`src/rtl/ttrc_pkg.sv`:
```
// Shared types and constants for the three-term recurrence checksum.
// Used by the stream interfaces, the term step unit and the top level.
// No dependencies.
package ttrc_pkg;

  localparam int unsigned BYTE_W = 8;
  localparam int unsigned TERM_W = 16;

  // Position coefficient steps, both taken modulo 256
  localparam logic [BYTE_W-1:0] ALPHA_STEP = 8'd17;
  localparam logic [BYTE_W-1:0] BETA_STEP  = 8'd31;

  // Term modulus and the offset added to the opening byte
  localparam logic [TERM_W-1:0] TERM_MOD     = 16'hFFFF;
  localparam logic [TERM_W-1:0] FIRST_OFFSET = 16'd7;
  localparam logic [TERM_W-1:0] TERM_RESET   = 16'd1;

  typedef logic [BYTE_W-1:0] byte_t;
  typedef logic [TERM_W-1:0] term_t;

  // The two recurrence terms carried from beat to beat
  typedef struct packed {
    term_t older;
    term_t newer;
  } terms_t;

endpackage

```
`src/rtl/ttrc_if.sv`:
```
// Valid/ready stream interfaces for message bytes and checksum results.
// Depends on ttrc_pkg for the payload types.
interface ttrc_in_if;
  logic            valid;
  logic            ready;
  ttrc_pkg::byte_t data_byte;
  logic            last;

  modport source (output valid, output data_byte, output last, input ready);
  modport sink   (input valid, input data_byte, input last, output ready);
endinterface

interface ttrc_out_if;
  logic            valid;
  logic            ready;
  ttrc_pkg::term_t checksum;

  modport source (output valid, output checksum, input ready);
  modport sink   (input valid, input checksum, output ready);
endinterface

```
`src/rtl/ttrc_step.sv`:
```
// One step of the recurrence: next term from byte, position and both terms.
// Purely combinational; depends on ttrc_pkg.
module ttrc_step (
  input  ttrc_pkg::byte_t  position_i,
  input  ttrc_pkg::byte_t  data_byte_i,
  input  ttrc_pkg::terms_t terms_i,
  output ttrc_pkg::term_t  next_term_o
);

  ttrc_pkg::byte_t alpha;
  ttrc_pkg::byte_t beta;
  logic [8:0]      byte_sum;
  logic [24:0]     prod_a;
  logic [23:0]     prod_b;
  logic [25:0]     diff;
  logic            diff_neg;
  logic [24:0]     magnitude;
  logic [16:0]     fold_sum;
  ttrc_pkg::term_t fold_mod;

  // Position coefficients, wrapped to 8 bits
  assign alpha = 8'(position_i * ttrc_pkg::ALPHA_STEP);
  assign beta  = 8'(position_i * ttrc_pkg::BETA_STEP);

  // The two products
  assign byte_sum = {1'b0, data_byte_i} + {1'b0, alpha};
  assign prod_a   = 25'(byte_sum) * 25'(terms_i.newer);
  assign prod_b   = 24'(beta) * 24'(terms_i.older);

  // Difference; when negative, ~diff gives b - a - 1
  assign diff      = {1'b0, prod_a} - {2'b00, prod_b};
  assign diff_neg  = diff[25];
  assign magnitude = diff_neg ? ~diff[24:0] : diff[24:0];

  // Fold modulo 2^16 - 1: high part adds back onto the low part, then one trim
  assign fold_sum = 17'(magnitude[24:16]) + 17'(magnitude[15:0]);
  assign fold_mod = (fold_sum >= 17'(ttrc_pkg::TERM_MOD))
                    ? 16'(fold_sum - 17'(ttrc_pkg::TERM_MOD))
                    : fold_sum[15:0];

  // Negative case mirrors the 64-bit wrap: (1 - (b - a)) mod 65535
  always_comb begin
    if (!diff_neg) begin
      next_term_o = fold_mod;
    end else if (fold_mod == '0) begin
      next_term_o = '0;
    end else begin
      next_term_o = ttrc_pkg::TERM_MOD - fold_mod;
    end
  end

endmodule

```
`src/rtl/three_term_recurrence_checksum.sv`:
```
// Top level of the three-term recurrence checksum.
// Depends on ttrc_pkg, ttrc_in_if / ttrc_out_if and ttrc_step.
//
// Usage:
//   in_i carries one message byte per beat with last set on the final byte.
//   out_o carries one checksum beat per message, after its last byte.
//   A byte accepted on in_i sits in the input register; when it leaves that
//   register it updates the terms and, if it is the last byte, the checksum is
//   loaded into the output register and shown from then on.
//   Throughput is one byte per cycle, set by the term loop: two small
//   multipliers, a subtract and the 65535 fold between the term registers.
//   While out_o is stalled, bytes that are not last keep flowing; a last byte
//   waits in the input register, holding in_i.ready low, until the output
//   register frees.
//   Reset clears both valid flags, sets position to zero, both terms to one,
//   and marks the next byte as the opening byte of a message.
module three_term_recurrence_checksum (
  input  logic       clk_i,
  input  logic       rst_ni,
  ttrc_in_if.sink    in_i,
  ttrc_out_if.source out_o
);

  // Input register
  logic             s1_valid_q;
  ttrc_pkg::byte_t  s1_byte_q;
  logic             s1_last_q;
  logic             s1_fire;
  logic             out_free;

  // Recurrence state
  logic             first_pending_q, first_pending_d;
  ttrc_pkg::byte_t  position_q, position_d;
  ttrc_pkg::terms_t terms_q, terms_d;
  ttrc_pkg::term_t  step_term;

  // Output register
  logic             out_valid_q, out_valid_d;
  ttrc_pkg::term_t  checksum_q;

  // Handshake: a last beat needs a free output slot
  assign out_free   = !out_valid_q || out_o.ready;
  assign s1_fire    = s1_valid_q && (!s1_last_q || out_free);
  assign in_i.ready = !s1_valid_q || s1_fire;

  always_ff @(posedge clk_i or negedge rst_ni) begin
    if (!rst_ni) begin
      s1_valid_q <= 1'b0;
    end else if (in_i.ready) begin
      s1_valid_q <= in_i.valid;
    end
  end

  always_ff @(posedge clk_i) begin
    if (in_i.valid && in_i.ready) begin
      s1_byte_q <= in_i.data_byte;
      s1_last_q <= in_i.last;
    end
  end

  ttrc_step u_step (
    .position_i  (position_q),
    .data_byte_i (s1_byte_q),
    .terms_i     (terms_q),
    .next_term_o (step_term)
  );

  // Next state of the recurrence for the beat in the input register
  always_comb begin
    first_pending_d = first_pending_q;
    position_d      = position_q;
    terms_d         = terms_q;
    if (s1_fire) begin
      if (first_pending_q) begin
        terms_d.newer   = 16'(s1_byte_q) + ttrc_pkg::FIRST_OFFSET;
        first_pending_d = 1'b0;
      end else begin
        terms_d.older = terms_q.newer;
        terms_d.newer = step_term;
      end
      position_d = position_q + 8'd1;
      if (s1_last_q) begin
        first_pending_d = 1'b1;
        position_d      = '0;
        terms_d.older   = ttrc_pkg::TERM_RESET;
        terms_d.newer   = ttrc_pkg::TERM_RESET;
      end
    end
  end

  always_ff @(posedge clk_i or negedge rst_ni) begin
    if (!rst_ni) begin
      first_pending_q <= 1'b1;
      position_q      <= '0;
      terms_q.older   <= ttrc_pkg::TERM_RESET;
      terms_q.newer   <= ttrc_pkg::TERM_RESET;
    end else begin
      first_pending_q <= first_pending_d;
      position_q      <= position_d;
      terms_q         <= terms_d;
    end
  end

  // Output register
  always_comb begin
    out_valid_d = out_valid_q;
    if (out_o.ready) begin
      out_valid_d = 1'b0;
    end
    if (s1_fire && s1_last_q) begin
      out_valid_d = 1'b1;
    end
  end

  always_ff @(posedge clk_i or negedge rst_ni) begin
    if (!rst_ni) begin
      out_valid_q <= 1'b0;
    end else begin
      out_valid_q <= out_valid_d;
    end
  end

  always_ff @(posedge clk_i) begin
    if (s1_fire && s1_last_q) begin
      checksum_q <= first_pending_q ? 16'(s1_byte_q) + ttrc_pkg::FIRST_OFFSET
                                    : step_term;
    end
  end

  assign out_o.valid    = out_valid_q;
  assign out_o.checksum = checksum_q;

  // A last beat leaving the input register shows a checksum next cycle
  a_last_gives_result: assert property (@(posedge clk_i) disable iff (!rst_ni)
    (s1_fire && s1_last_q) |=> out_valid_q)
    else $error("last beat did not load the output register");

  // A last beat returns the recurrence to its opening state
  a_last_resets_state: assert property (@(posedge clk_i) disable iff (!rst_ni)
    (s1_fire && s1_last_q) |=> (first_pending_q && position_q == '0))
    else $error("recurrence not returned to opening state after last beat");

  // A held beat in the input register is not overwritten
  a_s1_holds: assert property (@(posedge clk_i) disable iff (!rst_ni)
    (s1_valid_q && !s1_fire) |=> (s1_valid_q && $stable(s1_byte_q)
                                  && $stable(s1_last_q)))
    else $error("input register overwritten while stalled");

  // The fold never leaves the modulus itself as a term
  a_term_range: assert property (@(posedge clk_i) disable iff (!rst_ni)
    (terms_q.newer != ttrc_pkg::TERM_MOD))
    else $error("newer term out of range");

endmodule

```
`src/flat_wrapper.sv`:
```
// flat-port wrapper written by rule: the top's interface ports become plain ports
module three_term_recurrence_checksum_flat 
  (clk_i, rst_ni, in_i_valid, in_i_data_byte, in_i_last, in_i_ready, out_o_valid, out_o_checksum, out_o_ready);
  ttrc_in_if in_i_i ();
  ttrc_out_if out_o_i ();
  input  logic clk_i;
  input  logic rst_ni;
  input wire logic [$bits(in_i_i.valid)-1:0] in_i_valid;
  input wire logic [$bits(in_i_i.data_byte)-1:0] in_i_data_byte;
  input wire logic [$bits(in_i_i.last)-1:0] in_i_last;
  output wire logic [$bits(in_i_i.ready)-1:0] in_i_ready;
  output wire logic [$bits(out_o_i.valid)-1:0] out_o_valid;
  output wire logic [$bits(out_o_i.checksum)-1:0] out_o_checksum;
  input wire logic [$bits(out_o_i.ready)-1:0] out_o_ready;
  assign in_i_i.valid = in_i_valid;
  assign in_i_i.data_byte = in_i_data_byte;
  assign in_i_i.last = in_i_last;
  assign in_i_ready = in_i_i.ready;
  assign out_o_valid = out_o_i.valid;
  assign out_o_checksum = out_o_i.checksum;
  assign out_o_i.ready = out_o_ready;
  three_term_recurrence_checksum u_core (.clk_i(clk_i), .rst_ni(rst_ni), .in_i(in_i_i), .out_o(out_o_i));
endmodule
```
`config.mk`:
```
export PLATFORM = sky130hd
export DESIGN_NAME = three_term_recurrence_checksum_flat
export DESIGN_NICKNAME = d
export VERILOG_FILES = /design/src/rtl/ttrc_pkg.sv /design/src/rtl/ttrc_if.sv /design/src/rtl/ttrc_step.sv /design/src/rtl/three_term_recurrence_checksum.sv /design/src/flat_wrapper.sv
export SDC_FILE = /design/constraint.sdc
export NUM_CORES = 1
export LEC_CHECK = 0
export ABC_CLOCK_PERIOD_IN_PS = 36700
export BUFFER_PORTS_ARGS = -buffer_cell sky130_fd_sc_hd__buf_2
export CORE_MARGIN = 10
export CORE_UTILIZATION = 55
export DETAILED_ROUTE_END_ITERATION = 8
export PLACE_DENSITY = 0.81
export SYNTH_ARGS = -nofsm -noshare
export SYNTH_HDL_FRONTEND = slang
export SYNTH_SLANG_ARGS = --single-unit
```
`constraint.sdc`:
```
create_clock -name clk_i -period 36.7 [get_ports clk_i]
set_input_delay 1.835 -clock clk_i [delete_from_list [all_inputs] [get_ports clk_i]]
set_output_delay 1.835 -clock clk_i [all_outputs]
set_load 0.01 [all_outputs]
```
Word-level counts from Yosys, hierarchy flattened --
Cells that the tools add are included. Widths: inputs -> output; s select.
Storage, ports and cells: register bits 68, word-level logic and storage cells 46, input bits 13, output and inout port bits 18
Cells by class: reduce and logical (&&, ||, !) cells 12, bitwise gates (word level) 1, add/subtract/negate cells 7, muxes and demuxes 11, equality and inequality tests 1, multiply operators 4, $lt $le $gt $ge 1
Operators with widths (number):
- $mux 16 | 5
- $mux 32 | 1
- $sub 25x24->26 | 1
- $mul 9x16->25 | 1
- $mux 25 | 1
- $not 25->25 | 1
- $mul 8x16->24 | 1
- $add 9x16->17 | 1
- $ge 17x16->1 const B | 1
- $logic_not 16->1 | 1
- $mul 8x5->8 const B | 2
- $sub 16x16->16 const A | 1
- $sub 16x16->16 const B | 1
- $add 8x3->9 const B | 1
- $add 8x8->9 | 1
- $add 8x1->8 const B | 1
- $mux 8 | 1
- $logic_and 1x1->1 | 3
- $logic_not 1->1 | 3
- $logic_or 1x1->1 | 3
- $mux 1 | 3
- $ne 2x1->1 const B | 1
- $reduce_and 2->1 | 1
- $reduce_bool 2->1 | 1

Depth between registers and ports, before layout --
Gate-level depths: netlist of run 1.
depth in word-level cells 14, depth in mapped cells 56, depth with buffers taken out 52

Hierarchy --
Synthesis of run 1 repeated with hierarchy kept, for this count alone.
Unflattened totals: cells, all modules 1613, area total of the unflattened synthesis 14571.5 um2
Modules (own cells, without submodules):
- ttrc_step | cells an instance 1386, times used 1, area an instance 11742.5 um2, sequential area each 0.0 um2
- three_term_recurrence_checksum | cells an instance 227, times used 1, area an instance 2829.0 um2, sequential area each 1830.5 um2

Worst setup path before layout of run 1 --
No wires, ideal clock.
path type reg-to-reg, from register u_core.position_q[0], to register u_core.checksum_q[7], in the netlist u_core.out_o.checksum[7], data pin, required time 36.445 ns, library setup time 0.255 ns, arrival time 13.350 ns, period minus slack after synthesis 13.605 ns, path buffers 4, cell stages (with the launch flop) 49, path slack 23.095 ns, cell sequence dfrtp_1 > fa_1 > inv_1 > fa_1 > fa_1 > inv_1 > ha_1 > a21oi_1 > o21bai_1 > a21oi_1 > xnor2_1 > clkbuf_1 > nand2_1 > fa_1 > inv_1 > fa_1 > fa_1 > fa_1 > (+13 left out) > xnor2_1 > ha_1 > fa_1 > a211oi_1 > o21ai_1 > a21o_1 > a21oi_2 > nor3_1 > and3_1 > o21a_1 > nor4_4 > a311oi_2 > or4_1 > a22o_1 > nor4_4 > nand4_1 > clkbuf_1 > and2_1
On the way: longest elaborated chain between the ends 13, elaborated cells on any way between the ends 17, classes of those cells add/sub (5); mul (4); order compare (1); mux (5); bitwise (1); reduce/logical (1)
Ends and longest elaborated chain:
- start, declared | RTL line three_term_recurrence_checksum.sv:33 | ttrc_pkg::byte_t position_q, position_d;
- start signal, assigned | RTL line three_term_recurrence_checksum.sv:99 | position_q <= position_d;
- $mul 8x5->8 | RTL line ttrc_step.sv:22 | assign alpha = 8'(position_i * ttrc_pkg::ALPHA_STEP);
- $add 8x8->9 | RTL line ttrc_step.sv:26 | assign byte_sum = {1'b0, data_byte_i} + {1'b0, alpha};
- $mul 9x16->25 | RTL line ttrc_step.sv:27 | assign prod_a = 25'(byte_sum) * 25'(terms_i.newer);
- $sub 25x24->26 (*) | RTL line ttrc_step.sv:31 | assign diff = {1'b0, prod_a} - {2'b00, prod_b};
- $not 25->25 | RTL line ttrc_step.sv:33 | assign magnitude = diff_neg ? ~diff[24:0] : diff[24:0];
- $mux 25 | RTL line ttrc_step.sv:33
- $add 9x16->17 | RTL line ttrc_step.sv:36 | assign fold_sum = 17'(magnitude[24:16]) + 17'(magnitude[15:0]);
- $sub 16x16->16 or $ge 17x16->1 (tied branches) | RTL line ttrc_step.sv:38, ttrc_step.sv:37
- $mux 16 | RTL line ttrc_step.sv:38 | ? 16'(fold_sum - 17'(ttrc_pkg::TERM_MOD))
- $sub 16x16->16 or $logic_not 16->1 (tied branches) | RTL line ttrc_step.sv:48, ttrc_step.sv:45
- $mux 16 | RTL line ttrc_step.sv:45 | end else if (fold_mod == '0) begin
- $mux 16 (*) | RTL line ttrc_step.sv:43 | if (!diff_neg) begin
- $mux 16 (*) | RTL line three_term_recurrence_checksum.sv:125 | checksum_q <= first_pending_q ? 16'(s1_byte_q) + ttrc_pkg::FIRST_OFFSET
- end signal, assigned | RTL line three_term_recurrence_checksum.sv:125
- end, declared | RTL line three_term_recurrence_checksum.sv:39 | ttrc_pkg::term_t checksum_q;
Every way passes the cells marked *; elsewhere a longest branch is shown, timed or not. A chain may end at the register's enable or synchronous reset.

Worst setup path in the final report of run 1 --
from register u_core.position_q[1], to register u_core.checksum_q[7], in the netlist u_core.out_o.checksum[7], data pin
Same word-level chain as after synthesis.

==> impl_summary.txt, run 1 <==
----------------------------------------------------
[Finish]
  End-of-flow core utilization ... 58.49%
  Net count reported at finish ... 1,967
  Area Growth Syn to Fin ... 5.014%
  Number of antenna cells inserted ... 0
  Proportion of layout cells with a drive suffix above 1 ... under 10%

[Clock tree]
  Maximum buffer depth of the clock tree ... 2
  TritonCTS clock tree ... done
  Clock transition at the registers of the reported paths ... approximately 0.070 ns
  Worst-Skew Late Latency ... approximately 0.35 ns
  Post_cts resized ... 0
  Number of clock sinks ... 68
  Number of buffers created by CTS ... 9
  Postcts setup bufs ... 0
  Level count of the clock H-tree ... 3
  Hold-fix buffer count after cts ... 0
  Clk root buf ... clkbuf_16

[Flow run]
  Max-cap violations ... 0

[Yosys]
  Largest cells by area after synthesis ... fa_1, ha_1, inv_1, dfrtp_1, nand2_1
  Most common flop cell mapped by yosys ... dfrtp_1
  Avg Synthesized Cell Area ... around 9.0 um2
  Synth area leader ... fa_1
  Number of enable flip-flop cells after synthesis ... 25
  Synth top area share ... 32.92%
  FF+latch count, synth ... approximately 70
  Sequential element share of the synthesized area ... 12.65%
  Yosys warns ... 0
  Post-synthesis async set-or-reset flop share ... between 60% and 70%
  Area of the mapped netlist ... around 14,000 um2
  Net count of the mapped netlist ... just under 2,000
  Post-synthesis cell type count ... 80
  Post-synthesis cell count ... 1,616

[GRT]
  Pin count of the biggest net entering global routing ... 44
  GRT Residual Overflow ... 0
  Gr usage total ... a little under a quarter
  Number of global-route vias before repair ... between 10,000 and 15,000
  Number of antenna violations at the first check in global routing ... 0
  First-pass GRT wire length ... just over 60,000 um

[Critical path]
  R2r startpoint ... u_core.position_q[1]$_DFFE_PN0P_
  Critical path start-end classification ... register to register
  Worst Path Required ... 36.81 ns
  Data arrival, critical path ... 14.89 ns
  Startpoint kind of the worst setup timing path ... register
  Delay contributed by the slowest stage of the critical path ... 0.88 ns
  Cell type with the highest occurrence count on the critical path ... fa_1
  Crit path launch ... u_core.position_q[1]$_DFFE_PN0P_
  Critical-path cell with the highest stage delay ... ha_1
  CP endpoint kind ... register
  Max Fanout on Critical Path ... 18

[Timing]
  Fmax achieved ... 67.63 MHz
  Worst Max-Slew Pin Slew ... approximately 0.97 ns
  Clock tree skew after final layout ... around 0.016 ns
  Unrepaired setup endpoints after global routing ... no
  Time the final worst path needs with I/O delays and setup ... ~15 ns
  Number of max-slew violations in the final report ... 0
  Final setup violation count ... 0
  Hold violation count in the final report ... 0
  Fin Setup TNS ... 0 ns
  Share of the clock period used by the worst path after layout ... about two fifths
  Worst rel slew slack ... 35.00%

[Placed design]
  Post-detailed-placement half-perimeter wirelength ... just under 30,000 um
  Count of buffers inserted at the top-level ports ... 30
  Final weighted congestion in routability-driven placement ... around 0.9

[Detailed routing]
  Final Routed Wirelength ... 37,780 um
  Detail-routed via count per cell ... slightly below 6
  Drt wl/cell ... between 15 and 20 um
  Detailed Routing Iterations Pass 1 ... 6
  Remaining routing DRC violations ... 0
  DR vias ... approximately 11,000
  Count of nets left with antenna violations after detail routing ... 0
  DRC violation total after the first TritonRoute iteration ... 894

[Floorplanning]
  Die Span Y ... between 150 and 200 um
  Effective utilization at floorplan ... ~56%
  Overall die area ... approximately 33,000 um2
  Io pins ... 31
  Die X ... roughly 180 um
  Site Rows ... between 50 and 60
  Placeable Area ... around 26,000 um2

[Outcome]
  Run status ... finished clean

[Worst hold path]
  Class of the most critical hold timing path ... register to register
  Hold Crit Start ... u_core.position_q[7]$_DFFE_PN0P_

----------------------------------------------------
## critical path: cells and delay by family (launching register included)
family / cells / cell delay, ns
simple gates: 10 / 3.24
compound gates: 14 / 3.30
xor+xnor: 2 / 0.29
flops: 1 / 0.51
fa+ha+maj: 13 / 6.27
buf+inv: 6 / 0.91
## cell families after synthesis
kind of cell | share of synthesized area [%]
AOI/OAI and AO/OA | 10.67
xor gates and xnor gates | 5.801
adders and majority gates | 42.86
buffers and inverters | 10.09
DFF | 12.65
muxes | 0.6224
and+or+nand+nor | 17.32
## metal layers
layer | part of all wire [%] | GRT usage, % | routed length [um] | vias up
met5 | 0 | 0 | 0 | -
met4 | 2.2 | 5.857 | 850 | 0
met3 | 7.8 | 3.680 | 2954 | 83
met2 | 49 | 38.31 | 18370 | 528
met1 | 41 | 30.35 | 15600 | 5800
li1 | - | - | - | 5078
## path summary, 6_finish.rpt
kind / slack [ns] / to / cells after the start
min in group asynchronous: 1.59 / u_core.terms_q[18]$_DFFE_PN0P_ / 2
hold reg to reg: 0.58 / u_core.position_q[7]$_DFFE_PN0P_ / 1
hold / removal: 0.58 / u_core.position_q[7]$_DFFE_PN0P_ / 1
max in group asynchronous: 34.65 / u_core.position_q[7]$_DFFE_PN0P_ / 2
setup / recovery: 21.91 / u_core.out_o.checksum[7]$_DFFE_PP_ / 45
setup reg to reg: 21.91 / u_core.out_o.checksum[7]$_DFFE_PP_ / 45
## area by class of cell
class                      count  area [um2]
clock buffer                   9       225.2
tap                          335       419.2
clock inverter                 7       82.58
timing repair buffer          43       247.7
sequential                    68        1831
fill                        2207       10790
multi-input combinational   1168       11230
inverter                     311        1167
## flip-flops by register name, indices dropped and copies added (netlist names)
| register | cells |
|---|---|
| u_core.first_pending_q | 1 |
| u_core.out_o.checksum | 16 |
| u_core.out_o.valid | 1 |
| u_core.position_q | 8 |
| u_core.s1_byte_q | 8 |
| u_core.s1_last_q | 1 |
| u_core.s1_valid_q | 1 |
| u_core.terms_q | 32 |
## cell usage in the layout, fill, tap and decap left out, types with 4 or more instances in the layout
| cell type | count |
|---|---|
| nand3_1 | 28 |
| xnor2_1 | 75 |
| nor2b_1 | 19 |
| o22ai_1 | 4 |
| nand2b_1 | 6 |
| a211oi_1 | 4 |
| buf_2 | 30 |
| o21a_1 | 5 |
| a22o_1 | 18 |
| nand4_1 | 12 |
| nor4_1 | 6 |
| clkbuf_16 | 9 |
| buf_4 | 13 |
| o21bai_1 | 12 |
| or3_1 | 5 |
| a21oi_2 | 5 |
| nand2_1 | 210 |
| a31oi_1 | 5 |
| xnor2_2 | 5 |
| xor2_1 | 14 |
| dfrtp_1 | 40 |
| fa_1 | 238 |
| a32o_1 | 5 |
| nor3_1 | 17 |
| or4_1 | 6 |
| edfxtp_1 | 25 |
| o21ai_0 | 31 |
| mux2i_1 | 9 |
| a21o_1 | 20 |
| inv_1 | 310 |
| and2_1 | 118 |
| o211ai_1 | 8 |
| a21oi_1 | 52 |
| ha_1 | 115 |
| a221o_1 | 7 |
| nor2_1 | 37 |
| and3_1 | 9 |
| o31ai_1 | 4 |
## synth_stat cells, drive strengths merged, types with 7 or more instances
cell and instances:
inv 310, fa 238, nand2 211, and2 121
ha 115, xnor2 80, clkbuf 59, a21oi 57
dfrtp 40, nor2 38, o21ai 34, nand3 28
edfxtp 25, a21o 20, nor2b 19, a22o 18
nor3 18, xor2 15, nand4 12, o21bai 12
buf 10, and3 9, mux2i 9, nor4 9
o211ai 8, a221o 7
## stage by stage
stage | hold WS [ns] | instances | setup slack (ns) | area (um2)
6_report | 0.5782 | 1941 | 21.91 | 15200
5_1_grt | 0.6028 | 1941 | 21.01 | 15200
4_1_cts | 0.5706 | 1941 | 22.03 | 15200
3_5_place_dp | 0.5599 | 1925 | 22.11 | 14890
3_3_place_gp | 0.5537 | 1925 | 22.46 | 14890
2_1_floorplan | 0.4642 | 1616 | 23.10 | 14470
Power of run 1 is left out: the tool's default activity adds up to more than one toggle a clock period on the data nets, which glitch-free logic cannot reach.
==> run 2: changes to the inputs <==
--- a/config.mk
+++ b/config.mk
@@ -5,7 +5,8 @@
 export SDC_FILE = /design/constraint.sdc
 export NUM_CORES = 1
 export LEC_CHECK = 0
-export ABC_CLOCK_PERIOD_IN_PS = 36700
+export ABC_AREA = 1
+export ABC_CLOCK_PERIOD_IN_PS = 15000
 export BUFFER_PORTS_ARGS = -buffer_cell sky130_fd_sc_hd__buf_2
 export CORE_MARGIN = 10
 export CORE_UTILIZATION = 55
==> constraint.sdc (replaced) <==
create_clock -name clk_i -period 15 [get_ports clk_i]
set_input_delay 0.75 -clock clk_i [delete_from_list [all_inputs] [get_ports clk_i]]
set_output_delay 0.75 -clock clk_i [all_outputs]
set_load 0.01 [all_outputs]
==> run 2 against run 1 <==
Net effect:
- register-to-register slack worse by 20 ns
- sequential share of layout area is 0.15 points higher
- area after synthesis is 0.92% lower
- clock skew is 0.0043 ns lower
- count of clock-buffer cells in the layout stayed put
- setup slack worse by 20 ns
- hold slack worse by 0.094 ns
- critical path type unchanged
==> impl_summary.txt, run 2 <==
----------------------------------------------------
[Outcome]
  Run status ... finished clean

[Yosys]
  Avg Synthesized Cell Area ... between 7 and 8 um2
  Largest cells by area after synthesis ... fa_1, inv_1, nand2_1, ha_1, dfrtp_1
  Post-synthesis async set-or-reset flop share ... around 63%
  Sequential element share of the synthesized area ... between 10% and 20%
  Synth top area share ... 33.23%
  Most common flop cell mapped by yosys ... dfrtp_1
  Net count of the mapped netlist ... roughly 2,200
  FF+latch count, synth ... a little under 70
  Area of the mapped netlist ... approximately 14,000 um2
  Number of enable flip-flop cells after synthesis ... 25
  Yosys warns ... 0
  Most common library cells after synthesis ... inv_1, nand2_1, fa_1
  Post-synthesis cell type count ... 41
  Post-synthesis cell count ... about 1,900
  Most repeated cell in the gate-level netlist after synthesis ... inv_1
  Synth area leader ... fa_1

[Timing]
  Worst Max-Slew Pin Slew ... roughly 1.2 ns
  Fmax achieved ... approximately 74 MHz
  Hold violation count in the final report ... 0
  Final setup violation count ... 0
  Time the final worst path needs with I/O delays and setup ... ~13 ns
  Fin Setup TNS ... 0 ns
  Clock tree skew after final layout ... ~0.011 ns
  Unrepaired setup endpoints after global routing ... no
  Number of max-slew violations in the final report ... 0
  Share of the clock period used by the worst path after layout ... between 80% and 90%
  Worst rel slew slack ... a little under a fifth

[Clock tree]
  Post_cts resized ... 0
  Number of buffers created by CTS ... 9
  Hold-fix buffer count after cts ... 0
  Number of clock sinks ... ~70
  Clk root buf ... clkbuf_16
  Maximum buffer depth of the clock tree ... 2
  Clock transition at the registers of the reported paths ... 0.06 ns
  Postcts setup bufs ... 0
  Level count of the clock H-tree ... 3
  TritonCTS clock tree ... done
  Worst-Skew Late Latency ... between 0.3 and 0.4 ns

[Worst hold path]
  Class of the most critical hold timing path ... primary input to asynchronous set/reset pin

[Floorplanning]
  Die X ... about 180 um
  Io pins ... 31
  Placeable Area ... between 20,000 and 30,000 um2
  Effective utilization at floorplan ... between 50% and 60%
  Overall die area ... 32,930 um2
  Site Rows ... 59
  Die Span Y ... about 180 um

[Critical path]
  Cell type with the highest occurrence count on the critical path ... nand2_1
  Data arrival, critical path ... roughly 14 ns
  CP endpoint kind ... register
  Number of cells on the worst reg-to-reg path ... 60
  Critical path start-end classification ... register to register
  Critical-path cell with the highest stage delay ... dfrtp_1
  Max Fanout on Critical Path ... 24
  Startpoint kind of the worst setup timing path ... register
  Delay contributed by the slowest stage of the critical path ... about 0.91 ns
  Worst Path Required ... around 15 ns

[Finish]
  Area of all sequential standard cells ... around 1800 um2
  Most frequent standard cell in the layout excluding fill and tap cells ... inv_1
  Area of the multi-input gates ... 10,490 um2
  # fillers ... ~2,300
  Number of antenna cells inserted ... 0
  Most frequent cells in the layout ... inv_1, nand2_1, fa_1
  Net count reported at finish ... about 2,200
  Area Growth Syn to Fin ... 4.712%
  Number of flip-flops in the largest register ... 32
  Proportion of layout cells with a drive suffix above 1 ... 6.088%
  Largest register by flop count ... u_core.terms_q

[Placed design]
  Final weighted congestion in routability-driven placement ... a little over 0.9
  Post-detailed-placement half-perimeter wirelength ... approximately 31,000 um
  Count of buffers inserted at the top-level ports ... 30

[Detailed routing]
  DRC violation total after the first TritonRoute iteration ... a little under 1,000
  Remaining routing DRC violations ... 0
  Detailed Routing Iterations Pass 1 ... 7
  DR vias ... 11,679
  Drt wl/cell ... around 17 um
  Final Routed Wirelength ... between 30,000 and 40,000 um
  Detail-routed via count per cell ... between 5 and 6
  Count of nets left with antenna violations after detail routing ... 0

[GRT]
  First-pass GRT wire length ... around 60,000 um
  Gr usage total ... between 20% and 30%
  Number of antenna violations at the first check in global routing ... 2
  Number of global-route vias before repair ... roughly 12,000
  GRT Residual Overflow ... 0
  Pin count of the biggest net entering global routing ... 44

[Flow run]
  Max-cap violations ... 0

----------------------------------------------------
-- run 2: worst max-delay path, delay by kind of cell, from the launching register on --
family                   cells  cell delay [ns]
AO/OA/AOI/OAI                5             0.82
XOR/XNOR                     3             0.65
adder cells (fa/ha/maj)     12             5.85
buffers and inverters        9             0.89
flip-flops                   1             0.91
AND/OR/NAND/NOR             31             4.12
-- run 2: worst paths after layout --
path                                                      end                             start  slack (ns)
hold reg to reg                u_core.out_o.valid$_DFFE_PN0P_    u_core.out_o.valid$_DFFE_PN0P_        0.55
hold / removal                 u_core.terms_q[19]$_DFFE_PN0P_                            rst_ni        0.48
min in group clk_i             u_core.out_o.valid$_DFFE_PN0P_    u_core.out_o.valid$_DFFE_PN0P_        0.55
setup / recovery           u_core.out_o.checksum[2]$_DFFE_PP_  u_core.position_q[0]$_DFFE_PN0P_        1.50
setup reg to reg           u_core.out_o.checksum[2]$_DFFE_PP_  u_core.position_q[0]$_DFFE_PN0P_        1.50
max in group asynchronous       u_core.terms_q[6]$_DFFE_PN0P_                            rst_ni       14.07
-- run 2: area by class of cell --
type	count	share of cell area (%)
clock buffers	9	1.500
clock inverters	7	0.6666
inverters	473	11.82
multi-input cells	1266	69.88
flip-flops and latches	68	12.19
well taps	335	2.791
repair buffers	33	1.150
-- run 2: logic make-up after synthesis --
kind of cell               after synthesis  synth area share [%]
and+or+nand+nor                        749                 22.02
buffers and inverters                  524                 14.07
adders and majority gates              353                 43.26
AOI/OAI and AO/OA                       99                 3.813
DFF                                     68                 12.77
xor gates and xnor gates                65                 4.075
-- run 2: through the flow --
stage          instance area, um2  setup slack (ns)  utilization [%]  hold slack, ns  std cells
2_1_floorplan               14340             3.203                -          0.4544       1858
3_3_place_gp                14690             2.027            56.86          0.5287       2175
3_5_place_dp                14690             1.700            56.86          0.5398       2175
4_1_cts                     15020             1.638            58.12          0.5038       2191
5_1_grt                     15020            0.4593            58.12          0.5384       2191
6_report                    15020             1.505            58.12          0.4844       2191
-- run 2: layer usage --
layer / vias to the layer above / GRT usage [%] / part of all wire [%]
met5: - / 0 / 0.073
met4: 4 / 9.209 / 3.8
met3: 123 / 4.553 / 8.6
met2: 508 / 38.56 / 48
met1: 5624 / 28.38 / 39
li1: 5420 / - / -
Power of run 2 is left out for the same reason.
